## src/rtl/tbcd_pkg.sv

```systemverilog
package tbcd_pkg;

    localparam int VALUE_W  = 32;
    localparam int NIBBLE_W = 4;
    localparam int OCTET_W  = 8;

    localparam logic [NIBBLE_W-1:0] FILLER = 4'hF;

    typedef struct packed {
        logic ready;
        logic load;
        logic shift;
        logic align;
        logic push_len;
        logic push_oct;
    } ctl_cmd_t;

    typedef struct packed {
        logic in_valid;
        logic last_bit;
        logic out_free;
        logic no_digits;
        logic last_octet;
    } ctl_sts_t;

endpackage

```

## src/rtl/tbcd_in_if.sv

```systemverilog
interface tbcd_in_if;
    import tbcd_pkg::*;

    logic               valid;
    logic               ready;
    logic [VALUE_W-1:0] value;

    modport source (output valid, output value, input ready);
    modport sink (input valid, input value, output ready);
endinterface

```

## src/rtl/tbcd_out_if.sv

```systemverilog
interface tbcd_out_if;
    import tbcd_pkg::*;

    logic               valid;
    logic               ready;
    logic [OCTET_W-1:0] out_byte;
    logic               is_length;
    logic               last;

    modport source (output valid, output out_byte, output is_length, output last, input ready);
    modport sink (input valid, input out_byte, input is_length, input last, output ready);
endinterface

```

## src/rtl/tbcd_ctrl.sv

```systemverilog
module tbcd_ctrl (
    input  logic               clk,
    input  logic               rst_n,
    input  tbcd_pkg::ctl_sts_t sts,
    output tbcd_pkg::ctl_cmd_t cmd
);
    import tbcd_pkg::*;

    localparam logic [2:0] S_IDLE  = 3'd0;
    localparam logic [2:0] S_CONV  = 3'd1;
    localparam logic [2:0] S_ALIGN = 3'd2;
    localparam logic [2:0] S_LEN   = 3'd3;
    localparam logic [2:0] S_OCT   = 3'd4;

    logic [2:0] state_reg;
    logic [2:0] state_next;

    always_comb
    begin
        cmd          = '0;
        cmd.ready    = (state_reg == S_IDLE);
        cmd.load     = (state_reg == S_IDLE) && sts.in_valid;
        cmd.shift    = (state_reg == S_CONV);
        cmd.align    = (state_reg == S_ALIGN);
        cmd.push_len = (state_reg == S_LEN) && sts.out_free;
        cmd.push_oct = (state_reg == S_OCT) && sts.out_free;
    end

    always_comb
    begin
        state_next = state_reg;
        case (state_reg)
            S_IDLE:
            begin
                if (sts.in_valid)
                begin
                    state_next = S_CONV;
                end
            end
            S_CONV:
            begin
                if (sts.last_bit)
                begin
                    state_next = S_ALIGN;
                end
            end
            S_ALIGN:
            begin
                state_next = S_LEN;
            end
            S_LEN:
            begin
                if (sts.out_free)
                begin
                    state_next = sts.no_digits ? S_IDLE : S_OCT;
                end
            end
            S_OCT:
            begin
                if (sts.out_free && sts.last_octet)
                begin
                    state_next = S_IDLE;
                end
            end
            default:
            begin
                state_next = S_IDLE;
            end
        endcase
    end

    always_ff @(posedge clk or negedge rst_n)
    begin
        if (!rst_n)
        begin
            state_reg <= S_IDLE;
        end
        else
        begin
            state_reg <= state_next;
        end
    end

endmodule

```

## src/rtl/tbcd_dp.sv

```systemverilog
module tbcd_dp #(
    parameter int VALUE_BITS = 32
) (
    input  logic               clk,
    input  logic               rst_n,
    input  tbcd_pkg::ctl_cmd_t cmd,
    output tbcd_pkg::ctl_sts_t sts,
    tbcd_in_if.sink            number,
    tbcd_out_if.source         octets
);
    import tbcd_pkg::*;

    // Only the low bits of the input that both the parameter and the port allow are used.
    localparam int USE_BITS = (VALUE_BITS < VALUE_W) ? VALUE_BITS : VALUE_W;
    localparam int NDIG     = ((USE_BITS * 1233) >> 12) + 1;
    localparam int BCD_W    = NDIG * NIBBLE_W;
    localparam int CNT_W    = $clog2(USE_BITS + 1);
    localparam int ND_W     = $clog2(NDIG + 1);

    logic [USE_BITS-1:0] val_reg;
    logic [BCD_W-1:0]    bcd_reg;
    logic [CNT_W-1:0]    cnt_reg;
    logic [ND_W-1:0]     ndig_reg;

    logic                out_valid_reg;
    logic [OCTET_W-1:0]  out_byte_reg;
    logic                is_length_reg;
    logic                last_reg;

    logic [BCD_W-1:0]    bcd_adj;
    logic [ND_W-1:0]     lead_cnt;
    logic [ND_W-1:0]     shift_dig;
    logic [ND_W:0]       len_sum;
    logic [NIBBLE_W-1:0] lo_dig;
    logic [NIBBLE_W-1:0] hi_dig;
    logic                out_free;

    always_comb
    begin
        for (int i = 0; i < NDIG; i++)
        begin
            if (bcd_reg[i*NIBBLE_W +: NIBBLE_W] >= 4'd5)
            begin
                bcd_adj[i*NIBBLE_W +: NIBBLE_W] = bcd_reg[i*NIBBLE_W +: NIBBLE_W] + 4'd3;
            end
            else
            begin
                bcd_adj[i*NIBBLE_W +: NIBBLE_W] = bcd_reg[i*NIBBLE_W +: NIBBLE_W];
            end
        end
    end

    always_comb
    begin
        lead_cnt = '0;
        for (int i = 0; i < NDIG; i++)
        begin
            if (bcd_reg[i*NIBBLE_W +: NIBBLE_W] != '0)
            begin
                lead_cnt = ND_W'(i + 1);
            end
        end
    end

    assign shift_dig = ND_W'(NDIG) - lead_cnt;
    assign len_sum   = {1'b0, ndig_reg} + (ND_W + 1)'(1);
    assign lo_dig    = bcd_reg[BCD_W-1 -: NIBBLE_W];
    assign hi_dig    = (ndig_reg >= ND_W'(2)) ? bcd_reg[BCD_W-NIBBLE_W-1 -: NIBBLE_W] : FILLER;
    assign out_free  = !out_valid_reg || octets.ready;

    always_comb
    begin
        sts            = '0;
        sts.in_valid   = number.valid;
        sts.last_bit   = (cnt_reg == CNT_W'(1));
        sts.out_free   = out_free;
        sts.no_digits  = (ndig_reg == '0);
        sts.last_octet = (ndig_reg <= ND_W'(2));
    end

    always_ff @(posedge clk)
    begin
        if (cmd.load)
        begin
            val_reg <= number.value[USE_BITS-1:0];
            bcd_reg <= '0;
            cnt_reg <= CNT_W'(USE_BITS);
        end
        else if (cmd.shift)
        begin
            val_reg <= {val_reg[USE_BITS-2:0], 1'b0};
            bcd_reg <= {bcd_adj[BCD_W-2:0], val_reg[USE_BITS-1]};
            cnt_reg <= cnt_reg - CNT_W'(1);
        end
        else if (cmd.align)
        begin
            bcd_reg  <= bcd_reg << {shift_dig, 2'b00};
            ndig_reg <= lead_cnt;
        end
        else if (cmd.push_oct)
        begin
            bcd_reg  <= bcd_reg << OCTET_W;
            ndig_reg <= (ndig_reg >= ND_W'(2)) ? ndig_reg - ND_W'(2) : '0;
        end
    end

    always_ff @(posedge clk)
    begin
        if (cmd.push_len)
        begin
            out_byte_reg  <= OCTET_W'(len_sum[ND_W:1]);
            is_length_reg <= 1'b1;
            last_reg      <= (ndig_reg == '0);
        end
        else if (cmd.push_oct)
        begin
            out_byte_reg  <= {hi_dig, lo_dig};
            is_length_reg <= 1'b0;
            last_reg      <= (ndig_reg <= ND_W'(2));
        end
    end

    always_ff @(posedge clk or negedge rst_n)
    begin
        if (!rst_n)
        begin
            out_valid_reg <= 1'b0;
        end
        else if (cmd.push_len || cmd.push_oct)
        begin
            out_valid_reg <= 1'b1;
        end
        else if (octets.ready)
        begin
            out_valid_reg <= 1'b0;
        end
    end

    assign number.ready     = cmd.ready;
    assign octets.valid     = out_valid_reg;
    assign octets.out_byte  = out_byte_reg;
    assign octets.is_length = is_length_reg;
    assign octets.last      = last_reg;

endmodule

```

## src/rtl/binary_to_tbcd_encoder_core.sv

```systemverilog
// Channel   Role     Beat contents
// number    sink     value: unsigned binary number
// octets    source   out_byte, is_length, last: length octet, then any packed digit octets
//
// An input beat is taken only when the converter is idle. The conversion then runs
// one double-dabble shift per used input bit (32 for the default), one step to
// strip leading zeros, and one to six output beats.
// The output register lets the next number be taken while the final beat waits.
// Reset clears the controller and the output valid flag; a stalled output holds
// the controller in place.
module binary_to_tbcd_encoder_core #(
    parameter int VALUE_BITS = 32
) (
    input logic        clk,
    input logic        rst_n,
    tbcd_in_if.sink    number,
    tbcd_out_if.source octets
);
    import tbcd_pkg::*;

    ctl_cmd_t cmd;
    ctl_sts_t sts;

    tbcd_ctrl u_ctrl (
        .clk   (clk),
        .rst_n (rst_n),
        .sts   (sts),
        .cmd   (cmd)
    );

    tbcd_dp #(
        .VALUE_BITS (VALUE_BITS)
    ) u_dp (
        .clk    (clk),
        .rst_n  (rst_n),
        .cmd    (cmd),
        .sts    (sts),
        .number (number),
        .octets (octets)
    );

endmodule

```

## src/flat_wrapper.sv

```systemverilog
// flat-port wrapper written by rule: the top's interface ports become plain ports
module binary_to_tbcd_encoder_core_flat import tbcd_pkg::*;
#(
    parameter int VALUE_BITS = 32
)
  (clk, rst_n, number_valid, number_value, number_ready, octets_valid, octets_out_byte, octets_is_length, octets_last, octets_ready);
  tbcd_in_if number_i ();
  tbcd_out_if octets_i ();
  input logic clk;
  input logic rst_n;
  input wire logic [$bits(number_i.valid)-1:0] number_valid;
  input wire logic [$bits(number_i.value)-1:0] number_value;
  output wire logic [$bits(number_i.ready)-1:0] number_ready;
  output wire logic [$bits(octets_i.valid)-1:0] octets_valid;
  output wire logic [$bits(octets_i.out_byte)-1:0] octets_out_byte;
  output wire logic [$bits(octets_i.is_length)-1:0] octets_is_length;
  output wire logic [$bits(octets_i.last)-1:0] octets_last;
  input wire logic [$bits(octets_i.ready)-1:0] octets_ready;
  assign number_i.valid = number_valid;
  assign number_i.value = number_value;
  assign number_ready = number_i.ready;
  assign octets_valid = octets_i.valid;
  assign octets_out_byte = octets_i.out_byte;
  assign octets_is_length = octets_i.is_length;
  assign octets_last = octets_i.last;
  assign octets_i.ready = octets_ready;
  binary_to_tbcd_encoder_core #(.VALUE_BITS(VALUE_BITS)) u_core (.clk(clk), .rst_n(rst_n), .number(number_i), .octets(octets_i));
endmodule
```

## config.mk

```make
export PLATFORM = sky130hd
export DESIGN_NAME = binary_to_tbcd_encoder_core_flat
export DESIGN_NICKNAME = d
export VERILOG_FILES = /design/src/rtl/tbcd_pkg.sv /design/src/rtl/tbcd_in_if.sv /design/src/rtl/tbcd_out_if.sv /design/src/rtl/tbcd_ctrl.sv /design/src/rtl/tbcd_dp.sv /design/src/rtl/binary_to_tbcd_encoder_core.sv /design/src/flat_wrapper.sv
export SDC_FILE = /design/constraint.sdc
export NUM_CORES = 1
export LEC_CHECK = 0
export BUFFER_PORTS_ARGS = -buffer_cell sky130_fd_sc_hd__buf_2
export CAP_MARGIN = 0
export CORE_MARGIN = 3
export CORE_UTILIZATION = 50
export DETAILED_ROUTE_END_ITERATION = 16
export GPL_TIMING_DRIVEN = 1
export PLACE_DENSITY = 0.68
export SYNTH_ARGS = -nofsm -noshare
export SYNTH_HDL_FRONTEND = slang
export SYNTH_SLANG_ARGS = --single-unit
export TNS_END_PERCENT = 5
```

## constraint.sdc

```tcl
create_clock -name clk -period 5.2 [get_ports clk]
set_clock_uncertainty 0.2 [all_clocks]
set_input_delay 0 -clock clk [delete_from_list [all_inputs] [get_ports clk]]
set_output_delay 0 -clock clk [all_outputs]
set_load 0.02 [all_outputs]
```

==> results <==
- The capture point of the critical path is u_core.u_dp.bcd_reg[17].
- The share of the synthesized area in the top cell type is 17.5%.
- Routability-driven placement finished with a final weighted congestion of 0.987.
- For this run, the leading register cell type out of synthesis is sky130_fd_sc_hd__dfxtp_1.
- The finished cells cover 8030 um^2.
- Registers take 2350 um^2.
- After detailed placement, the total cell area comes to 7350 um^2.
- The maximum fanout along the worst path is 11.
- Buffers placed on the I/O ports in this run total 47.
- The power density normalized to cell area is 799 nW/um^2.
- The cell leakage power is 3.22 nW.
- The register with the most flip-flops in the layout has 40 of them.
- The worst slew margin relative to its limit is 23.7%.
- Measured along the x axis, the die boundary spans 125 um.
- For this run the aggregate overflow at the end of global routing stands at 0.
- Counting every instance in the synthesized netlist gives 869.
- For this block, the initial DRC count from the detailed router was 694.
- Ranked by total cell area, the synthesized netlist is headed by sky130_fd_sc_hd__edfxtp_1, sky130_fd_sc_hd__dfxtp_1, sky130_fd_sc_hd__nand2_1, sky130_fd_sc_hd__ha_1, sky130_fd_sc_hd__o21ai_0.
- The count of final hold-check violations is 0.
- The row count is 42.
- For this design the top-level I/O count stands at 48.
- The number of fill cells is 1211.
- The area growth from synthesis to layout is 14.3%.
- The buffer levels on the longest clock path is 2.
- The post-route DRC violation count is 0.
- The min-delay analysis places its worst path in the category in2reg.
- The number of sinks handled by clock tree synthesis is 96.
- The clock transition at the registers of the reported paths is 70 ps.
- The number of antenna diodes in the final layout is 0.
- For the worst setup path, the data arrival time is 4810 ps.
- The number of synthesis warnings is 0.
- The share of post-route cells with drive strength above 1 is 13.5%.
- The most common cell after layout, fill and taps aside is sky130_fd_sc_hd__nand2_1.
- The via count of the first global-routing pass is 6793.
- The post-synthesis sequential element count is 96.
- The area inside the core boundary is 13500 um^2.
- The clock network latency to the later pin of the worst-skew pair is 360 ps.
- Traced cell by cell, the critical path runs through inv_1 > ha_1 > nor3b_1 > o2111a_2 > o21ai_4 > nand2_4 > clkinv_2 > ha_1 > clkinv_1 > a21oi_1 > and3_1 > a221oi_1 > a211oi_1.
- The slack of the worst reg-to-reg path is 460 ps.
- The fraction of power consumed by the clock network is 11.1%.
- The max-capacitance violation count is 0.
- The count of nets left with antenna violations once routing finished came out at 0.
- The total nets after synthesis is 939.
- The average detailed-routed wire length per instance is 21.5 um.
- The buffering stage count on the worst path with inverters included is 3.
- The worst register-to-register path has a depth of 13.
- The share of total power dissipated in combinational logic is 62.3%.
- The initial utilization of the core area, before any placement, comes to 52.0%.
- Among the stages of the critical path, the cell type that occurs most often is sky130_fd_sc_hd__ha_1.
- On the worst path, the slowest cell contributes a delay of 600 ps.
- The critical path crosses 13 cells after its start point.
- The footprint of the multi-input gates is 4240 um^2.
- The setup path with the least slack is of type reg2reg.
- The final net count is 984.
- The setup slack at placement is 610 ps.
- The capturing point of the worst reg2reg path is u_core.u_dp.bcd_reg[17].
- The cell family with the largest share of critical-path delay is compound AO/OA/AOI/OAI gates.
- The worst setup path is launched from a register.
- The setup TNS is 0 ps.
- Net switching is 51.3% of the power.
- The run finished with clean final reports.
- In this run the vertical extent of the chip is 125 um.
- Based on the critical path, the design can be clocked at up to 211 MHz.
- The TritonCTS clock tree is built.
- The cell type with the highest aggregate area in the netlist is sky130_fd_sc_hd__edfxtp_1.
- Leaving out fill and tap cells, the most frequent cells in the layout are sky130_fd_sc_hd__nand2_1, sky130_fd_sc_hd__o21ai_0, sky130_fd_sc_hd__nor2_1.
- The combined area of all synthesized cells is 7020 um^2.
- The synthesized area divided by synthesized cell count is 8.08 um^2.
- The maximum ir drop on the vdd rail is 0.353 mV.
- The root buffer cell is sky130_fd_sc_hd__clkbuf_16.
- The net switching power figure is 3.29 mW.
- Synthesis instantiated 80 different standard cells from the library.
- Data on the critical path is required at its endpoint by 5260 ps.
- Setup violations remaining at the end of the flow were counted as 0.
- The maximum level of the CTS H-tree is 3.
- The proportion of power drawn by flip-flops and latches is 26.6%.
- Setup repair after global routing left no endpoint under its margin.
- STA classifies the critical path endpoint as a register.
- The first-pass GRT wire length is 37100 um.
- The sequential fraction of the synthesis area is 33.5%.
- The internal power of the cells is 3.12 mW.
- Detailed routing inserted a total of 7016 vias.
- The final worst-path setup slack is 456 ps.
- In the finished design, the share of the clock period the worst path needs comes to 91.2%.
- Counting instances, the worst hold path has a depth of 3.
- Post-CTS repair changed the size of 0 cells.
- The number of standard cells in the layout, taps in and fillers out is 1095.
- In the routed layout, each cell is associated on average with a via count of 6.41.
- The estimated wirelength of the detail-placed design is 16000 um.
- Once the clock tree was built, the setup fixing pass inserted 0 buffers.
- Clock tree synthesis inserted a total of 9 buffers.
- The first-pass iteration count of the detailed router is 8.
- The total wire length after detailed routing is 23600 um.
- Entering global routing, the biggest net connects 53 pins.
- The post-route worst hold slack is 64.1 ps.
- Buffers inserted to repair hold after CTS numbered 36.
- The share of async-settable or async-resettable flops after synthesis is 4.17%.
- The cell count after placement is 1043.
- The count of flip-flops with a built-in enable after synthesis is 41.
- The die covers 15500 um^2.
- The number of antenna violations at the first check in global routing is 0.
- For the finished layout, the period the worst path requires is 4740 ps.
- The slowest stage of the critical path belongs to the cell sky130_fd_sc_hd__nor3b_1.
- The worst register-to-register path begins at u_core.u_dp.bcd_reg[16].
- Global routing used 29.7% of the available tracks across all layers.
- The critical path starts at u_core.u_dp.bcd_reg[16].
- The number of pins with negative max-slew slack in the final report was 0.
- At the pin with the least slew margin, the transition time is 1140 ps.
[cell type report]
class / instances / area share [%]
clock buffer: 12 / 3.60
clock inverter: 4 / 0.374
inverter: 30 / 1.42
multi-input combinational: 669 / 52.8
sequential: 96 / 29.3
tap: 176 / 2.74
timing repair buffer: 108 / 9.76
[power by group through the flow]
stage | clock (mW) | sequential [mW] | combinational, mW
floorplan | 0 | 1.48 | 2.93
global placement | 0 | 1.68 | 3.80
detailed placement | 0 | 1.70 | 3.85
CTS | 0.720 | 1.68 | 3.89
global route | 0.749 | 1.74 | 4.33
finish | 0.712 | 1.71 | 4.00
[logic make-up (layout without fill, tap and decap cells)]
| logic type | after synthesis | after routing | share of synthesized area [%] |
|---|---|---|---|
| flops | 96 | 96 | 33.5 |
| simple gates | 334 | 334 | 22.4 |
| xor+xnor | 22 | 22 | 2.74 |
| buf+inv | 104 | 154 | 6.29 |
| mux | 26 | 26 | 5.15 |
| compound gates | 253 | 253 | 23.8 |
| fa+ha+maj | 34 | 34 | 6.06 |
[Yosys cell counts (9+ instances only)]
library cell / number
sky130_fd_sc_hd__clkbuf_1: 52
sky130_fd_sc_hd__edfxtp_1: 41
sky130_fd_sc_hd__o211ai_1: 21
sky130_fd_sc_hd__a221oi_1: 13
sky130_fd_sc_hd__dfxtp_1: 51
sky130_fd_sc_hd__nand2_1: 157
sky130_fd_sc_hd__ha_1: 34
sky130_fd_sc_hd__xnor2_1: 13
sky130_fd_sc_hd__xor2_1: 9
sky130_fd_sc_hd__nor3b_1: 13
sky130_fd_sc_hd__a31oi_1: 11
sky130_fd_sc_hd__a21oi_1: 57
sky130_fd_sc_hd__nand3_1: 24
sky130_fd_sc_hd__o21ai_0: 69
sky130_fd_sc_hd__mux2i_1: 17
sky130_fd_sc_hd__buf_2: 10
sky130_fd_sc_hd__a211oi_1: 13
sky130_fd_sc_hd__nand2b_1: 13
sky130_fd_sc_hd__inv_1: 28
sky130_fd_sc_hd__nor2_1: 59
sky130_fd_sc_hd__nor3_1: 24
[routing by layer]
layer,up-vias,track usage (%),share of wire (%)
met5,-,0,0
met4,0,14.2,4.6
met3,88,5.92,9.5
met2,400,47.2,45
met1,3291,38.8,41
li1,3237,-,-
[stage by stage]
step / util [%] / power (mW)
global placement: 54.4 / 5.48
CTS: 59.4 / 6.29
finish: 59.4 / 6.42
detailed placement: 54.4 / 5.54
floorplan: - / 4.41
global route: 59.4 / 6.82
[how the worst min path moves through the flow]
stage                     slack, ps          from                    endpoint
final                            60  number_valid      u_core.u_dp.cnt_reg[4]
after global routing             90  number_valid      u_core.u_dp.cnt_reg[4]
after CTS                        50  number_valid      u_core.u_dp.cnt_reg[5]
after detailed placement       -390         rst_n    u_core.u_dp.octets.valid
after global placement         -400         rst_n  u_core.u_ctrl.state_reg[2]
after floorplan                -500         rst_n  u_core.u_ctrl.state_reg[0]
[tightest hold or removal path: cells and delay by family]
kind / cells / cell delay (ps)
AND/OR/NAND/NOR: 2 / 460
buffers and inverters: 1 / 110
Note: power is estimated with default switching activity, not from simulation.
